## config.mk

```make
export PLATFORM = sky130hd
export DESIGN_NAME = archive_record_deframer_top
export DESIGN_NICKNAME = d
export VERILOG_FILES = /design/src/design/ard_pkg.sv /design/src/design/ard_parse.sv /design/src/design/archive_record_deframer_top.sv
export SDC_FILE = /design/constraint.sdc
export NUM_CORES = 1
export LEC_CHECK = 0
export BUFFER_PORTS_ARGS = -buffer_cell sky130_fd_sc_hd__buf_2
export CAP_MARGIN = 10
export CELL_PAD_IN_SITES_DETAIL_PLACEMENT = 0
export CELL_PAD_IN_SITES_GLOBAL_PLACEMENT = 1
export CORE_MARGIN = 2
export CORE_UTILIZATION = 42
export CTS_BUF_LIST = sky130_fd_sc_hd__clkbuf_16
export CTS_CLUSTER_DIAMETER = 120
export DETAILED_ROUTE_END_ITERATION = 7
export PLACE_DENSITY = 0.85
export SLEW_MARGIN = 20
export SYNTH_ARGS = -nofsm -noshare
export SYNTH_HDL_FRONTEND = slang
export SYNTH_SLANG_ARGS = --single-unit
export TNS_END_PERCENT = 30
```

## constraint.sdc

```tcl
create_clock -name clock -period 5.05 [get_ports clock]
set_clock_uncertainty 0.2 [all_clocks]
set_input_delay 0.505 -clock clock [delete_from_list [all_inputs] [get_ports clock]]
set_output_delay 0.505 -clock clock [all_outputs]
set_load 0.005 [all_outputs]
```

## src/design/ard_pkg.sv

```systemverilog
// ----------------------------------------------------------------------------
// ard_pkg
// Shared types, field codes and the Pearson permutation table for the
// archive record deframer.
// ----------------------------------------------------------------------------
`timescale 1ns / 1ps
`default_nettype none

package ard_pkg;

   // record framing
   localparam logic [7:0] MAGIC_BYTE = 8'h42;

   // header position codes
   localparam logic [3:0] POS_MAGIC     = 4'd0;
   localparam logic [3:0] POS_MODE_LAST = 4'd3;
   localparam logic [3:0] POS_NAME_LAST = 4'd5;
   localparam logic [3:0] POS_BODY      = 4'd12;

   // byte class codes
   localparam logic [2:0] CLS_MAGIC    = 3'd0;
   localparam logic [2:0] CLS_MODE     = 3'd1;
   localparam logic [2:0] CLS_NAME_LEN = 3'd2;
   localparam logic [2:0] CLS_BODY_LEN = 3'd3;
   localparam logic [2:0] CLS_NAME     = 3'd4;
   localparam logic [2:0] CLS_CONTENT  = 3'd5;
   localparam logic [2:0] CLS_HASH     = 3'd6;
   localparam logic [2:0] CLS_ERROR    = 3'd7;

   // one result beat
   typedef struct packed {
      logic [2:0]  byte_class;
      logic [7:0]  data_byte;
      logic        record_done;
      logic [23:0] record_mode;
      logic [15:0] name_length;
      logic [47:0] body_length;
      logic        hash_ok;
      logic        magic_error;
   } result_type;

   // pearson permutation
   localparam logic [7:0] PEARSON_ROM [0:255] = '{
      8'd241, 8'd18,  8'd181, 8'd164, 8'd92,  8'd237, 8'd100, 8'd216,
      8'd183, 8'd107, 8'd2,   8'd12,  8'd43,  8'd246, 8'd90,  8'd143,
      8'd251, 8'd49,  8'd228, 8'd134, 8'd215, 8'd20,  8'd193, 8'd172,
      8'd140, 8'd227, 8'd148, 8'd118, 8'd57,  8'd72,  8'd119, 8'd174,
      8'd78,  8'd14,  8'd97,  8'd3,   8'd208, 8'd252, 8'd11,  8'd195,
      8'd31,  8'd28,  8'd121, 8'd206, 8'd149, 8'd23,  8'd83,  8'd154,
      8'd223, 8'd109, 8'd89,  8'd10,  8'd178, 8'd243, 8'd42,  8'd194,
      8'd221, 8'd131, 8'd212, 8'd94,  8'd205, 8'd240, 8'd161, 8'd7,
      8'd62,  8'd214, 8'd222, 8'd219, 8'd1,   8'd84,  8'd95,  8'd58,
      8'd103, 8'd60,  8'd33,  8'd111, 8'd188, 8'd218, 8'd186, 8'd166,
      8'd146, 8'd189, 8'd201, 8'd155, 8'd68,  8'd145, 8'd44,  8'd163,
      8'd69,  8'd196, 8'd115, 8'd231, 8'd61,  8'd157, 8'd165, 8'd213,
      8'd139, 8'd112, 8'd173, 8'd191, 8'd142, 8'd88,  8'd106, 8'd250,
      8'd8,   8'd127, 8'd26,  8'd126, 8'd0,   8'd96,  8'd52,  8'd182,
      8'd113, 8'd38,  8'd242, 8'd48,  8'd204, 8'd160, 8'd15,  8'd54,
      8'd158, 8'd192, 8'd81,  8'd125, 8'd245, 8'd239, 8'd101, 8'd17,
      8'd136, 8'd110, 8'd24,  8'd53,  8'd132, 8'd117, 8'd102, 8'd153,
      8'd226, 8'd4,   8'd203, 8'd199, 8'd16,  8'd249, 8'd211, 8'd167,
      8'd55,  8'd255, 8'd254, 8'd116, 8'd122, 8'd13,  8'd236, 8'd93,
      8'd144, 8'd86,  8'd59,  8'd76,  8'd150, 8'd162, 8'd207, 8'd77,
      8'd176, 8'd32,  8'd124, 8'd171, 8'd29,  8'd45,  8'd30,  8'd67,
      8'd184, 8'd51,  8'd22,  8'd105, 8'd170, 8'd253, 8'd180, 8'd187,
      8'd130, 8'd156, 8'd98,  8'd159, 8'd220, 8'd40,  8'd133, 8'd135,
      8'd114, 8'd147, 8'd75,  8'd73,  8'd210, 8'd21,  8'd129, 8'd39,
      8'd138, 8'd91,  8'd41,  8'd235, 8'd47,  8'd185, 8'd9,   8'd82,
      8'd64,  8'd87,  8'd244, 8'd50,  8'd74,  8'd233, 8'd175, 8'd247,
      8'd120, 8'd6,   8'd169, 8'd85,  8'd66,  8'd104, 8'd80,  8'd71,
      8'd230, 8'd152, 8'd225, 8'd34,  8'd248, 8'd198, 8'd63,  8'd168,
      8'd179, 8'd141, 8'd137, 8'd5,   8'd19,  8'd79,  8'd232, 8'd128,
      8'd202, 8'd46,  8'd70,  8'd37,  8'd209, 8'd217, 8'd123, 8'd27,
      8'd177, 8'd25,  8'd56,  8'd65,  8'd229, 8'd36,  8'd197, 8'd234,
      8'd108, 8'd35,  8'd151, 8'd238, 8'd200, 8'd224, 8'd99,  8'd190
   };

endpackage

`default_nettype wire

```

## src/design/ard_parse.sv

```systemverilog
// ----------------------------------------------------------------------------
// ard_parse
// Record parser state and per-byte decode: header assembly, body counting,
// Pearson hash folding and sticky magic error. State advances on fire.
// ----------------------------------------------------------------------------
`timescale 1ns / 1ps
`default_nettype none

module ard_parse (
   input  wire logic                clock,
   input  wire logic                reset,
   input  wire logic                fire,
   input  wire logic [7:0]          data_byte,
   output ard_pkg::result_type      result
);

   logic [3:0]  position_ff,   position_in;
   logic [48:0] count_ff,      count_in;
   logic [23:0] mode_ff,       mode_in;
   logic [15:0] name_len_ff,   name_len_in;
   logic [47:0] body_len_ff,   body_len_in;
   logic [7:0]  hash_ff,       hash_in;
   logic        error_ff,      error_in;

   logic [7:0]  folded_hash;
   logic [48:0] total_len;
   logic [48:0] count_inc;
   logic [2:0]  byte_class;
   logic        closing;
   logic        hash_match;

   // hash step and body bookkeeping
   assign folded_hash = ard_pkg::PEARSON_ROM[hash_ff ^ data_byte];
   assign total_len   = {33'd0, name_len_ff} + {1'b0, body_len_ff};
   assign count_inc   = count_ff + 49'd1;
   assign hash_match  = (data_byte == hash_ff);

   // per-byte decode
   always_comb begin
      position_in = position_ff;
      count_in    = count_ff;
      mode_in     = mode_ff;
      name_len_in = name_len_ff;
      body_len_in = body_len_ff;
      hash_in     = hash_ff;
      error_in    = error_ff;
      byte_class  = ard_pkg::CLS_ERROR;
      closing     = 1'b0;

      if (position_ff == ard_pkg::POS_MAGIC) begin
         if (data_byte == ard_pkg::MAGIC_BYTE) begin
            byte_class  = ard_pkg::CLS_MAGIC;
            hash_in     = folded_hash;
            position_in = position_ff + 4'd1;
         end else begin
            byte_class = ard_pkg::CLS_ERROR;
            error_in   = 1'b1;
         end
      end else if (position_ff <= ard_pkg::POS_MODE_LAST) begin
         byte_class  = ard_pkg::CLS_MODE;
         mode_in     = {mode_ff[15:0], data_byte};
         hash_in     = folded_hash;
         position_in = position_ff + 4'd1;
      end else if (position_ff <= ard_pkg::POS_NAME_LAST) begin
         byte_class  = ard_pkg::CLS_NAME_LEN;
         name_len_in = {name_len_ff[7:0], data_byte};
         hash_in     = folded_hash;
         position_in = position_ff + 4'd1;
      end else if (position_ff < ard_pkg::POS_BODY) begin
         byte_class  = ard_pkg::CLS_BODY_LEN;
         body_len_in = {body_len_ff[39:0], data_byte};
         hash_in     = folded_hash;
         position_in = position_ff + 4'd1;
      end else if (count_ff < {33'd0, name_len_ff}) begin
         byte_class = ard_pkg::CLS_NAME;
         hash_in    = folded_hash;
         count_in   = count_inc;
      end else if (count_ff < total_len) begin
         byte_class = ard_pkg::CLS_CONTENT;
         hash_in    = folded_hash;
         count_in   = count_inc;
      end else begin
         byte_class = ard_pkg::CLS_HASH;
         closing    = 1'b1;
      end
   end

   // result beat reports the assembled fields before the record clears
   always_comb begin
      result.byte_class  = byte_class;
      result.data_byte   = data_byte;
      result.record_done = closing;
      result.record_mode = mode_in;
      result.name_length = name_len_in;
      result.body_length = body_len_in;
      result.hash_ok     = closing & hash_match;
      result.magic_error = error_in;
   end

   // parser state
   always_ff @(posedge clock) begin
      if (reset) begin
         position_ff <= ard_pkg::POS_MAGIC;
         count_ff    <= '0;
         mode_ff     <= '0;
         name_len_ff <= '0;
         body_len_ff <= '0;
         hash_ff     <= '0;
         error_ff    <= 1'b0;
      end else if (fire) begin
         error_ff <= error_in;
         if (closing) begin
            position_ff <= ard_pkg::POS_MAGIC;
            count_ff    <= '0;
            mode_ff     <= '0;
            name_len_ff <= '0;
            body_len_ff <= '0;
            hash_ff     <= '0;
         end else begin
            position_ff <= position_in;
            count_ff    <= count_in;
            mode_ff     <= mode_in;
            name_len_ff <= name_len_in;
            body_len_ff <= body_len_in;
            hash_ff     <= hash_in;
         end
      end
   end

endmodule

`default_nettype wire

```

## src/design/archive_record_deframer_top.sv

```systemverilog
// A byte accepted into the input register is parsed into the result register.
// Throughput: one byte per cycle while the result side does not stall; the hash
// table lookup and header and body count update are combinational between them.
// Reset: synchronous, clears the parser state, the hash, the sticky error and
// both stage valids; no result is pending after reset.
// ----------------------------------------------------------------------------
// archive_record_deframer_top
// Byte-stream archive record parser: input register, parse logic, result
// register with valid/stall handshakes on both sides.
// ----------------------------------------------------------------------------
`timescale 1ns / 1ps
`default_nettype none

module archive_record_deframer_top (
   input  wire logic        clock,
   input  wire logic        reset,
   input  wire logic        req_valid,
   output      logic        req_stall,
   input  wire logic [7:0]  req_stream_byte,
   output      logic        rsp_valid,
   input  wire logic        rsp_stall,
   output      logic [2:0]  rsp_byte_class,
   output      logic [7:0]  rsp_data_byte,
   output      logic        rsp_record_done,
   output      logic [23:0] rsp_record_mode,
   output      logic [15:0] rsp_name_length,
   output      logic [47:0] rsp_body_length,
   output      logic        rsp_hash_ok,
   output      logic        rsp_magic_error
);

   logic                 in_valid_ff;
   logic [7:0]           in_byte_ff;
   logic                 out_valid_ff;
   ard_pkg::result_type  out_ff;
   ard_pkg::result_type  parse_result;
   logic                 out_open;
   logic                 fire;

   // stage handshakes
   assign out_open  = !out_valid_ff || !rsp_stall;
   assign fire      = in_valid_ff && out_open;
   assign req_stall = in_valid_ff && !out_open;

   // input register
   always_ff @(posedge clock) begin
      if (reset) begin
         in_valid_ff <= 1'b0;
      end else if (!req_stall) begin
         in_valid_ff <= req_valid;
      end
   end

   always_ff @(posedge clock) begin
      if (req_valid && !req_stall) begin
         in_byte_ff <= req_stream_byte;
      end
   end

   // parser
   ard_parse u_parse (
      .clock     (clock),
      .reset     (reset),
      .fire      (fire),
      .data_byte (in_byte_ff),
      .result    (parse_result)
   );

   // result register
   always_ff @(posedge clock) begin
      if (reset) begin
         out_valid_ff <= 1'b0;
      end else if (out_open) begin
         out_valid_ff <= in_valid_ff;
      end
   end

   always_ff @(posedge clock) begin
      if (fire) begin
         out_ff <= parse_result;
      end
   end

   // result beat ports
   assign rsp_valid       = out_valid_ff;
   assign rsp_byte_class  = out_ff.byte_class;
   assign rsp_data_byte   = out_ff.data_byte;
   assign rsp_record_done = out_ff.record_done;
   assign rsp_record_mode = out_ff.record_mode;
   assign rsp_name_length = out_ff.name_length;
   assign rsp_body_length = out_ff.body_length;
   assign rsp_hash_ok     = out_ff.hash_ok;
   assign rsp_magic_error = out_ff.magic_error;

endmodule

`default_nettype wire

```

# After elaboration in Yosys (flattened, before gate mapping)
# Memory sizes are Yosys's and may differ from the RTL's.
# Index checks and enable logic that the tools add are counted.
[word_totals]
elab_cells = 103
rom_bits = 2048
memories = 1
ff_bits = 262
input_bits = 12
output_inout_bits = 104
[classes]
reduce_logical = 15
muxes = 50
order_cmp = 6
n_eq_ne = 7
bitwise_logic = 3
n_addsub = 3
[mem_list]
columns = ["name", "words", "width", "read_ports", "rd_clocked_by_memory_dff", "wr", "line_no", "source"]
rows = [
  ["(no name shown)", 256, 8, 1, 0, 0, "ard_parse.sv:33", "assign folded_hash = ard_pkg::PEARSON_ROM[hash_ff ^ data_byte];"],
]
[op_table]
columns = ["operator", "n"]
rows = [
  ["$mux W49", 7],
  ["$mux W48", 5],
  ["$mux W8", 10],
  ["$mux W24", 3],
  ["$mux W16", 4],
  ["$add A16 B48 Y49", 1],
  ["$add A49 B1 Y49 const B", 1],
  ["$lt A49 B16 Y1", 1],
  ["$lt A49 B49 Y1", 1],
  ["$mux W4", 6],
  ["$mux W3", 6],
  ["$ge A9 B9 Y1 const B", 1],
  ["$not A8 Y9", 1],
  ["$eq A8 B7 Y1 const B", 1],
  ["$eq A8 B8 Y1", 1],
  ["$mux W1", 8],
  ["$ne A2 B1 Y1 const B", 4],
  ["$xor A8 B8 Y8", 1],
  ["$reduce_bool A7 Y1", 1],
  ["$reduce_and A3 Y1", 2],
  ["$reduce_and A6 Y1", 1],
  ["$reduce_bool A5 Y1", 1],
  ["$add A4 B1 Y4 const B", 1],
  ["$le A4 B2 Y1 const B", 1],
  ["10 further kinds", 15],
]

# Longest topological paths before layout
# Gate-level depths: netlist of run 1.
[logic_depth]
ltp_word = 12
mapped_depth = 21
depth_no_buf = 19

# By module
# Synthesis of run 1 repeated with hierarchy kept, for this count alone.
[hier_totals]
cells_unflattened = 1889
area_unflattened_um2 = 16250.6
[modules_own_cells]
columns = ["mod", "instances", "cells_each", "area_each_um2", "seq_area_each_um2"]
rows = [
  ["ard_parse", 1, 1769, 12861.1, 3002.9],
  ["archive_record_deframer_top", 1, 120, 3389.5, 3343.2],
]

# Worst setup path after synthesis of run 1
# Ideal clock, no wire load.
[synth_timing]
path_type = "register -> register"
startpoint = "register u_parse.body_len_ff[0]"
endpoint = "register out_ff (netlist bit rsp_hash_ok), data pin"
path_buffers = 2
setup_slack_ns = 0.095
t_required_ns = 4.594
arrival_ns = 4.499
setup_time_ns = 0.256
stages_incl_launch_ff = 22
path_cell_list = "dfxtp_1 ha_1 fa_1 a21o_1 a21oi_1 o21ai_0 a221o_1 a221oi_4 nor2_1 and3_1 xnor2_1 ha_1 nand4_1 nor3_1 a221o_1 o31a_1 a211oi_1 a21bo_1 buf_4 nor2_4 buf_2 and4_1"
[synth_lines]
columns = ["item", "line_no", "source"]
rows = [
  ["start, declared", "ard_parse.sv:21", "logic [47:0] body_len_ff, body_len_in;"],
  ["start signal, assigned", "ard_parse.sv:124", "body_len_ff <= body_len_in;"],
  ["end signal, assigned", "archive_record_deframer_top.sv:80", "out_ff <= parse_result;"],
  ["end, declared", "archive_record_deframer_top.sv:35", "ard_pkg::result_type out_ff;"],
]

==> flow_metrics.env, run 1 <==
export IMPL_crit_fanout=6
export IMPL_ys_seq_area_share_pct=39.2
export IMPL_wl_um=60100
export IMPL_multi_input_area_um2=9610
export IMPL_rsz0062_at_grt="true"
export IMPL_antenna_cells=0
export IMPL_peakVddDrop_mv=0.226
export IMPL_totalPowerFinal_uw=5040
export IMPL_fin_area_um2=19500
export IMPL_antenna_found_initial=0
export IMPL_p_switching_uw=1320
export IMPL_gp_congestion=1.02
export IMPL_pwr_share_comb_pct=11.8
export IMPL_synth_distinct_cells=87
export IMPL_crit_slowest_cell="dfxtp_1"
export IMPL_placed_cell_area_um2=18000
export IMPL_cts_root_buf="clkbuf_16"
export IMPL_syn_area_um2=16200
export IMPL_r2r_start="u_parse.body_len_ff[5]"
export IMPL_leakagePower_uw=0.00769
export IMPL_end_kind="register"
export IMPL_rr_endpoint="rsp_hash_ok"
export IMPL_initial_core_util_pct=42.8
export IMPL_cts_buffers=28
export IMPL_wl_met1_um=24400
export IMPL_vias=15500
export IMPL_min_to="rsp_valid"
export IMPL_clock_sinks=262
export IMPL_outcome="completed"
export IMPL_hold_depth=3
export IMPL_avgSynthCellArea_um2=8.71
export IMPL_syn_nets=1967
export IMPL_arrival_ns=5.08
export IMPL_drc_errors=0
export IMPL_layout_commonest_cell="nand2_1"
export IMPL_fill_cells=3478
export IMPL_drt_iter0_drc=1493
export IMPL_min_path_type="input pin to register"
export IMPL_grt_pass1_wl_um=90200
export IMPL_maxSlewHeadroom_pct=32.3
export IMPL_grt_max_degree=89
export IMPL_worstSetupPathType="register to register"
export IMPL_drt_pass1_iterations=6
export IMPL_p_clk_share_pct=43.3
export IMPL_worst_slack_ns=0.0842
export IMPL_start_kind="register"
export IMPL_yosys_area_top_type="edfxtp_1"
export IMPL_crit_chain="ha_1, o21ai_1, nor2b_4, nor3b_2, buf_4, a221o_1, a221oi_4, buf_12, nand2b_4, nor2_4, xnor2_2, ha_1, nand4_1, nor3_2, a221o_1, o31a_1, a211oi_2, a21bo_4, nor2_4, and4_1"
export IMPL_nets=2136
export IMPL_drive_gt1_share_pct=22.2
export IMPL_route_met3_wl_um=4140
export IMPL_cap_violations=0
export IMPL_syn_to_final_growth_pct=20.3
export IMPL_r2r_setup_slack_ns=0.08
export IMPL_dieArea_um2=40100
export IMPL_p_sw_share_pct=26.1
export IMPL_final_cell_mix="nand2_1 (326), dfxtp_1 (148), nor2_1 (130)"
export IMPL_vias_per_cell=6.06
export IMPL_ios=116
export IMPL_clock_fmax_ghz=0.201
export IMPL_rows=71
export IMPL_hpwl_um=42700
export IMPL_dieHeight_um=200
export IMPL_finalMaxSlewViolations=0
export IMPL_cts_max_path_buffers=3
export IMPL_io_buffers=115
export IMPL_detail_route_wl_per_cell_um=23.5
export IMPL_synth_top_flop_cell="dfxtp_1"
export IMPL_min_delay_start="rsp_stall"
export IMPL_grt_usage_pct=28.6
export IMPL_synth_seq_cells=262
export IMPL_rr_worst_depth=20
export IMPL_overflow=0
export IMPL_clkTransAtPathRegs_ns=0.07
export IMPL_synth_edf_count=110
export IMPL_slowest_delay_ns=0.42
export IMPL_cts_tree="yes"
export IMPL_synthCells=1859
export IMPL_power_density_nw_per_um2=259
export IMPL_worst_pin_slew_ns=0.995
export IMPL_maxUsedRoutingLayer="met4"
export IMPL_ys_async_sr_fraction_pct=0
export IMPL_htree_levels=1
export IMPL_ant_nets=0
export IMPL_wl_met2_um=28000
export IMPL_min_period_over_period_pct=98.3
export IMPL_grt_pass1_vias=14900
export IMPL_cp_required_ns=5.16
export IMPL_register_area_um2=6350
export IMPL_die_x_um=200
export IMPL_clk_latency_ns=0.56
export IMPL_core_area_um2=37800
export IMPL_place_ws_ns=-0.128
export IMPL_yosys_top_cells_area="edfxtp_1 (20%), dfxtp_1 (19%), nand2_1 (7.6%), ha_1 (7.3%), mux2_2 (5.0%)"
export IMPL_yosysTopAreaCellShare_pct=20.4
export IMPL_power_frac_seq_pct=44.9
export IMPL_period_needed_ns=4.97
export IMPL_whs_ns=0.0165
export IMPL_hold_viol=0
export IMPL_intPower_uw=3730
export IMPL_synth_warning_count=0
export IMPL_setup_viol=0
export IMPL_layout_core_utilization_pct=51.4
per-stage QoR:
step	instances	TNS [ns]
2_1_floorplan	1859	0
3_3_place_gp	2490	-1.36
3_5_place_dp	2490	-10.63
4_1_cts	2551	0
5_1_grt	2561	-13.56
6_report	2561	0
routing by layer:
metal	track usage, %	vias up
met1	36.4	7414
met4	14.4	0
met3	4.13	214
met5	0	-
met2	47.3	774
li1	-	7106
cell usage after synthesis, drive strengths merged (7+ instances only):
cell,n
a311oi,14
a21oi,93
nand2,327
nand3,75
nand2b,15
o22ai,12
ha,95
and4,13
mux2,72
and3,31
nor2,156
a21o,21
dfxtp,152
o2111ai,9
clkbuf,71
nor3,33
xor2,73
a221oi,7
edfxtp,110
o311ai,11
xnor2,34
a31oi,19
and2,9
nor4,15
buf,43
nand4,30
a211oi,19
inv,29
o21ai,166
power by group through the flow:
stage	Combinational (uW)	Clock, uW	Sequential, uW
after detailed placement	554	0	2310
after CTS	561	2210	2260
after global placement	567	0	2310
final	593	2190	2260
after floorplan	310	0	2310
after global routing	618	2290	2270
cell families (layout without fill, tap and decap cells):
kind of cell    Yosys count  in the layout  synth area share [%]
compound gates          451            451                  17.8
flops                   262            262                  39.2
fa+ha+maj                96             96                  7.47
buf+inv                 144            335                  3.80
simple gates            722            722                  20.2
mux                      77             77                  5.47
xor+xnor                107            107                  6.02
cell type report:
cell class	instances	share of cell area, %
multi-input cells	1453	49.4
flip-flops and latches	262	32.6
repair buffers	253	9.09
clock buffers	29	3.73
well taps	511	3.28
clock inverters	23	1.33
inverters	30	0.591
worst max-delay path by stage:
stage	start	end	slack [ns]	cells past startpoint
after floorplan	u_parse.body_len_ff[0]	rsp_hash_ok	0.09	21
after global placement	u_parse.body_len_ff[7]	rsp_record_done	-0.08	20
after detailed placement	u_parse.body_len_ff[0]	rsp_record_done	-0.13	20
after CTS	u_parse.body_len_ff[0]	u_parse.name_len_ff[10]	0.0001	21
after global routing	u_parse.body_len_ff[0]	u_parse.count_ff[0]	-0.14	21
final	u_parse.body_len_ff[5]	rsp_hash_ok	0.08	20
registers in the layout (all words and copies together), names as in the netlist, 3 cells and up:
name                 cells
in_byte_ff               8
rsp_body_length         48
u_parse.position_ff      4
u_parse.body_len_ff     48
u_parse.mode_ff         24
u_parse.hash_ff          8
rsp_byte_class           3
u_parse.name_len_ff     16
rsp_record_mode         24
rsp_data_byte            8
rsp_name_length         16
u_parse.count_ff        49
timing repair:
| action | CTS | global route |
|---|---|---|
| endpoints found under the setup margin | 150 | 153 |
| hold buffers | 9 | 0 |
| resized for setup | 3 | 66 |
| pin swaps | 1 | 31 |
| cloned | 0 | 5 |
| hold endpoints to repair | 9 | 0 |
| buffers inserted | 0 | 5 |
worst max-delay path: cells and delay by family, from the launching register on:
family / cells / cell delay (ns)
flops: 1 / 0.42
xor+xnor: 1 / 0.13
buf+inv: 2 / 0.31
fa+ha+maj: 2 / 0.60
simple gates: 8 / 1.10
compound gates: 7 / 1.95
No activity file was read; power rests on OpenSTA's default activity.
==> inputs of run 2 (changes only) <==
- BUFFER_PORTS_ARGS: -buffer_cell sky130_fd_sc_hd__buf_2 -> not set
- CORE_UTILIZATION: 42 -> 45
- DONT_BUFFER_PORTS: not set -> 1
- PLACE_DENSITY: 0.85 -> 0.86
- SKIP_LAST_GASP: not set -> 1
- SLEW_MARGIN: 20 -> 25
==> run 2 against run 1 <==
Fmax fell by 0.64%. Setup slack got worse by 0.032 ns. Non-clock buffer count down 121. Clock power is 7% lower. Largest power group unchanged.
==> flow_metrics.env, run 2 (synthesis gave the netlist of run 1 again) <==
export IMPL_outcome="completed"
export IMPL_regMostFlops="u_parse.count_ff"
export IMPL_grt_max_degree=67
export IMPL_final_cell_mix="nand2_1 (326), dfxtp_1 (146), nor2_1 (143)"
export IMPL_crit_chain="ha_4, fa_2, a21o_1, a21oi_2, o21ai_2, a221o_1, a221oi_4, nor2_1, and3_1, xnor2_1, ha_1, nand4_1, nor3_2, a221o_1, o31a_1, a211oi_2, a21bo_2, nor2_4, buf_12, buf_4, and4_1"
export IMPL_drt_iter0_drc=1845
export IMPL_dieArea_um2=37500
export IMPL_nets=2016
export IMPL_min_path_type="input pin to register"
export IMPL_period_needed_ns=5.00
export IMPL_rr_worst_depth=21
export IMPL_cts_max_path_buffers=3
export IMPL_crit_fanout=4
export IMPL_hold_viol=0
export IMPL_min_period_over_period_pct=99.0
export IMPL_clk_latency_ns=0.57
export IMPL_min_delay_start="reset"
export IMPL_cpMostUsedCell="a221o_1"
export IMPL_wl_um=59100
export IMPL_dieHeight_um=194
export IMPL_fill_cells=3185
export IMPL_end_kind="register"
export IMPL_gp_congestion=1.03
export IMPL_hpwl_um=41500
export IMPL_peakVddDrop_mv=0.286
export IMPL_grt_pass1_vias=14700
export IMPL_antenna_cells=0
export IMPL_finalMaxSlewViolations=0
export IMPL_drc_errors=0
export IMPL_rows=69
export IMPL_r2r_setup_slack_ns=0.05
export IMPL_cp_startpoint="u_parse.body_len_ff[0]"
export IMPL_ios=116
export IMPL_power_density_nw_per_um2=260
export IMPL_arrival_ns=5.11
export IMPL_start_kind="register"
export IMPL_endpoint="rsp_hash_ok"
export IMPL_grt_usage_pct=30.6
export IMPL_crit_slowest_cell="a221o_1"
export IMPL_clkTransAtPathRegs_ns=0.06
export IMPL_worstSetupPathType="register to register"
export IMPL_initial_core_util_pct=45.6
export IMPL_core_area_um2=35500
export IMPL_finalSetupTns_ns=0
export IMPL_drive_gt1_share_pct=16.0
export IMPL_vias=15200
export IMPL_maxSlewHeadroom_pct=29.1
export IMPL_slowest_delay_ns=0.37
export IMPL_die_x_um=194
export IMPL_cts_root_buf="clkbuf_16"
export IMPL_vias_per_cell=6.36
export IMPL_final_cells=2392
export IMPL_setup_viol=0
export IMPL_grt_pass1_wl_um=90100
export IMPL_cts_tree="yes"
export IMPL_rsz0062_at_grt="true"
export IMPL_worst_pin_slew_ns=1.06
export IMPL_antenna_found_initial=1
export IMPL_totalPowerFinal_uw=4870
export IMPL_cp_required_ns=5.17
export IMPL_rr_endpoint="rsp_hash_ok"
export IMPL_r2r_start="u_parse.body_len_ff[0]"
export IMPL_ant_nets=0
export IMPL_cap_violations=0
export IMPL_drt_pass1_iterations=6
export IMPL_post_place_cells=2308
export IMPL_detail_route_wl_per_cell_um=24.7
export IMPL_largest_reg_flops=49
export IMPL_htree_levels=1
export IMPL_overflow=0
export IMPL_syn_to_final_growth_pct=15.7
export IMPL_cts_buffers=29
export IMPL_io_buffers=0
export IMPL_clock_fmax_ghz=0.200
export IMPL_leakagePower_uw=0.00723
export IMPL_clock_sinks=262
export IMPL_layout_commonest_cell="nand2_1"
-- run 2: power breakdown --
part	switching, uW	internal (uW)	leakage [uW]
Clock	881	1160	0.000494
Sequential	38.2	2240	0.00227
Combinational	385	165	0.00447
-- run 2: layout make-up --
cell class | count | area (um2) | share of cell area (%)
clock buffer | 31 | 776 | 4.14
timing repair buffer | 132 | 1260 | 6.73
tap | 461 | 577 | 3.08
sequential | 262 | 6350 | 33.9
multi-input combinational | 1453 | 9500 | 50.7
inverter | 30 | 115 | 0.615
clock inverter | 23 | 151 | 0.808
-- run 2: metrics by stage --
step	instance area [um2]	hold slack, ns	util (%)	worst slack, ns
final	18700	0.0287	52.8	0.0525
after global routing	18700	0.0379	52.8	-0.160
after CTS	18400	0.00858	51.8	-0.0474
after detailed placement	17200	0.234	48.6	-0.158
after global placement	17200	0.229	48.5	-0.0676
after floorplan	16200	0.223	-	0.0948
-- run 2: how the worst min path moves through the flow --
| stage | end | slack [ns] | depth (start not counted) |
|---|---|---|---|
| 2_1_floorplan | u_parse.mode_ff[16] | 0.22 | 2 |
| 3_3_place_gp | u_parse.mode_ff[20] | 0.23 | 2 |
| 3_5_place_dp | u_parse.mode_ff[19] | 0.23 | 2 |
| 4_1_cts | u_parse.hash_ff[2] | 0.009 | 3 |
| 5_1_grt | u_parse.hash_ff[6] | 0.04 | 3 |
| 6_report | u_parse.name_len_ff[0] | 0.03 | 3 |
-- run 2: what timing repair did --
item / CTS / global route
hold buffers: 11 / 0
resized for setup: 10 / 41
cloned: 1 / 4
hold endpoints to repair: 14 / 0
setup endpoints to repair: 116 / 153
setup buffers: 5 / 8
pin swaps: 4 / 14
-- run 2: per-layer routing --
metal  global-route usage [%]  vias up  part of all wire, %
met3                     5.36      234                  8.2
met1                     38.6     7246                   39
li1                         -     6876                    -
met5                        0        -                    0
met2                     49.9      865                   46
met4                     16.3        0                  6.1
-- run 2: critical path: cells and delay by family (launching register included) --
kind / cells / cell delay, ns
compound gates: 9 / 2.19
xor+xnor: 1 / 0.12
flops: 1 / 0.33
simple gates: 6 / 0.79
fa+ha+maj: 3 / 0.82
buf+inv: 2 / 0.28
==> inputs of run 3 (changes only) <==
- ABC_AREA: not set -> 1
- CORE_UTILIZATION: 45 -> 43
- PLACE_DENSITY: 0.86 -> 0.87
==> run 3 against run 2 <==
Non-clock buffer count is 82 lower. Sequential cell count unchanged. Die area increased by 17%. Worst hold slack improved by 0.0065 ns. Largest power group unchanged. Highest routed layer unchanged.
==> flow_metrics.env, run 3 <==
export IMPL_htree_levels=1
export IMPL_syn_to_final_growth_pct=8.46
export IMPL_ys_seq_area_share_pct=34.9
export IMPL_cpMostUsedCell="nand2_1"
export IMPL_wl_um=62900
export IMPL_drive_gt1_share_pct=5.83
export IMPL_finalMaxSlewViolations=0
export IMPL_crit_fanout=15
export IMPL_synth_warning_count=0
export IMPL_grt_usage_pct=28.0
export IMPL_worst_pin_slew_ns=0.904
export IMPL_final_cell_mix="nand2_1 (710), nand3_1 (365), inv_1 (255)"
export IMPL_ys_top_cells_by_count="nand2_1 (715), nand3_1 (365), inv_1 (253), nor2_1 (207), a21oi_1 (203)"
export IMPL_grt_max_degree=129
export IMPL_worstSetupPathType="register to register"
export IMPL_syn_nets=2736
export IMPL_drt_pass1_iterations=5
export IMPL_core_area_um2=41900
export IMPL_clk_latency_ns=0.57
export IMPL_drc_errors=0
export IMPL_vias=18200
export IMPL_io_buffers=0
export IMPL_synthCells=2628
export IMPL_cts_max_path_buffers=3
export IMPL_clkTransAtPathRegs_ns=0.07
export IMPL_crit_chain="ha_2, fa_1, nand3_1, nand2_1, a21oi_1, o21bai_1, nand4_1, nand2_1, nand2_1, nor2_1, xnor2_1, ha_1, nand2_1, nor2_1, nand2_1, nor2_1, nand2_1, nor2_1, nand2_1, nand3_1, nand2_1, o21ai_2, buf_4, nor3_1"
export IMPL_clock_sinks=262
export IMPL_synth_edf_count=110
export IMPL_antenna_found_initial=0
export IMPL_cp_required_ns=5.30
export IMPL_synth_top_flop_cell="dfxtp_1"
export IMPL_route_met3_wl_um=4740
export IMPL_yosys_top_cells_area="edfxtp_1 (18%), dfxtp_1 (17%), nand2_1 (15%), nand3_1 (10%), ha_1 (6.5%)"
export IMPL_crit_slowest_cell="dfxtp_1"
export IMPL_drt_iter0_drc=1944
export IMPL_largest_reg_flops=49
export IMPL_synth_distinct_cells=55
export IMPL_layout_commonest_cell="nand2_1"
export IMPL_maxUsedRoutingLayer="met4"
export IMPL_grt_pass1_wl_um=96300
export IMPL_rows=75
export IMPL_initial_core_util_pct=43.4
export IMPL_yosys_area_top_type="edfxtp_1"
export IMPL_min_period_over_period_pct=91.9
export IMPL_worst_slack_ns=0.408
export IMPL_path_depth=24
export IMPL_arrival_ns=4.89
export IMPL_place_ws_ns=0.166
export IMPL_peakVddDrop_mv=0.192
export IMPL_dieArea_um2=43900
export IMPL_rsz0062_at_grt="true"
export IMPL_ys_async_sr_fraction_pct=0
export IMPL_nets=2695
export IMPL_cp_buffers_inverters=1
export IMPL_synth_seq_cells=262
export IMPL_regMostFlops="u_parse.count_ff"
export IMPL_clock_fmax_ghz=0.215
export IMPL_die_x_um=210
export IMPL_min_path_type="input pin to register"
export IMPL_detail_route_wl_per_cell_um=20.0
export IMPL_setup_viol=0
export IMPL_leakagePower_uw=0.00835
export IMPL_hold_viol=0
export IMPL_yosysMostFrequentCell="nand2_1"
export IMPL_cts_root_buf="clkbuf_16"
export IMPL_ios=116
export IMPL_start_kind="register"
export IMPL_fill_cells=4242
export IMPL_overflow=0
export IMPL_cts_buffers=27
export IMPL_grt_pass1_vias=16900
export IMPL_gp_congestion=0.986
export IMPL_power_density_nw_per_um2=240
export IMPL_syn_area_um2=18200
export IMPL_rr_worst_depth=24
export IMPL_end_kind="register"
export IMPL_yosysTopAreaCellShare_pct=18.2
export IMPL_slowest_delay_ns=0.45
export IMPL_outcome="completed"
export IMPL_ant_nets=0
export IMPL_hold_depth=2
export IMPL_layout_core_utilization_pct=47.1
export IMPL_period_needed_ns=4.64
export IMPL_vias_per_cell=5.78
export IMPL_avgSynthCellArea_um2=6.91
export IMPL_hpwl_um=45900
export IMPL_maxSlewHeadroom_pct=39.7
export IMPL_wl_met1_um=26900
export IMPL_wl_met2_um=28500
export IMPL_cap_violations=0
export IMPL_cts_tree="yes"
export IMPL_crit_family="simple AND/OR/NAND/NOR gates"
export IMPL_dieHeight_um=210
-- run 3: path summary, 6_finish.rpt --
path	to	slack [ns]	startpoint
worst max register to register	u_parse.count_ff[12]	0.41	u_parse.name_len_ff[0]
worst min register to register	u_parse.mode_ff[16]	0.26	u_parse.mode_ff[16]
worst max-delay path	u_parse.count_ff[12]	0.41	u_parse.name_len_ff[0]
worst min-delay path	in_valid_ff	0.04	req_valid
-- run 3: metal layers --
layer	GRT usage, %	vias up
met3	3.52	154
met2	45.1	799
met4	12.2	0
met5	0	-
li1	-	8686
met1	37.9	8544
-- run 3: area by class of cell --
cell class / instances / area, um2 / share of cell area [%]
multi-input cells: 1984 / 10400 / 52.6
flip-flops and latches: 262 / 6350 / 32.2
inverters: 262 / 991 / 5.03
clock buffers: 28 / 701 / 3.56
well taps: 539 / 674 / 3.42
repair buffers: 50 / 465 / 2.36
clock inverters: 22 / 153 / 0.775
diodes: 1 / 2.50 / 0.0127
-- run 3: kinds of logic (layout without fill, tap and decap cells) --
logic type               Yosys count  count (layout)  synth area share (%)
AND/OR/NAND/NOR                 1459            1459                  35.3
flip-flops                       262             262                  34.9
buffers and inverters            382             362                  8.42
XOR/XNOR                          74              74                  3.69
multiplexers                      26              26                  1.53
adder cells (fa/ha/maj)           96              96                  6.65
other                              0               1                     0
AO/OA/AOI/OAI                    329             329                  9.49
-- run 3: repair_timing --
item,CTS,global route
endpoints found under the setup margin,0,150
buffers inserted,0,2
gates resized for setup,0,2
hold buffers,9,0
endpoints found under the hold margin,125,0
-- run 3: report_power, final --
group / switching, uW / internal [uW]
clock network: 912 / 1030
registers: 24.4 / 2240
logic: 392 / 128
total: 1330 / 3400
-- run 3: through the flow --
step / setup TNS (ns) / total power (uW) / cells / area (um2) / hold slack, ns
after floorplan: 0 / 2640 / 2628 / 18200 / 0.229
final: 0 / 4730 / 3148 / 19700 / 0.0352
after global placement: 0 / 2800 / 3086 / 18700 / 0.240
after CTS: 0 / 4740 / 3145 / 19700 / 0.00953
after global routing: -0.0831 / 4880 / 3147 / 19700 / 0.0284
after detailed placement: 0 / 2790 / 3086 / 18700 / 0.249
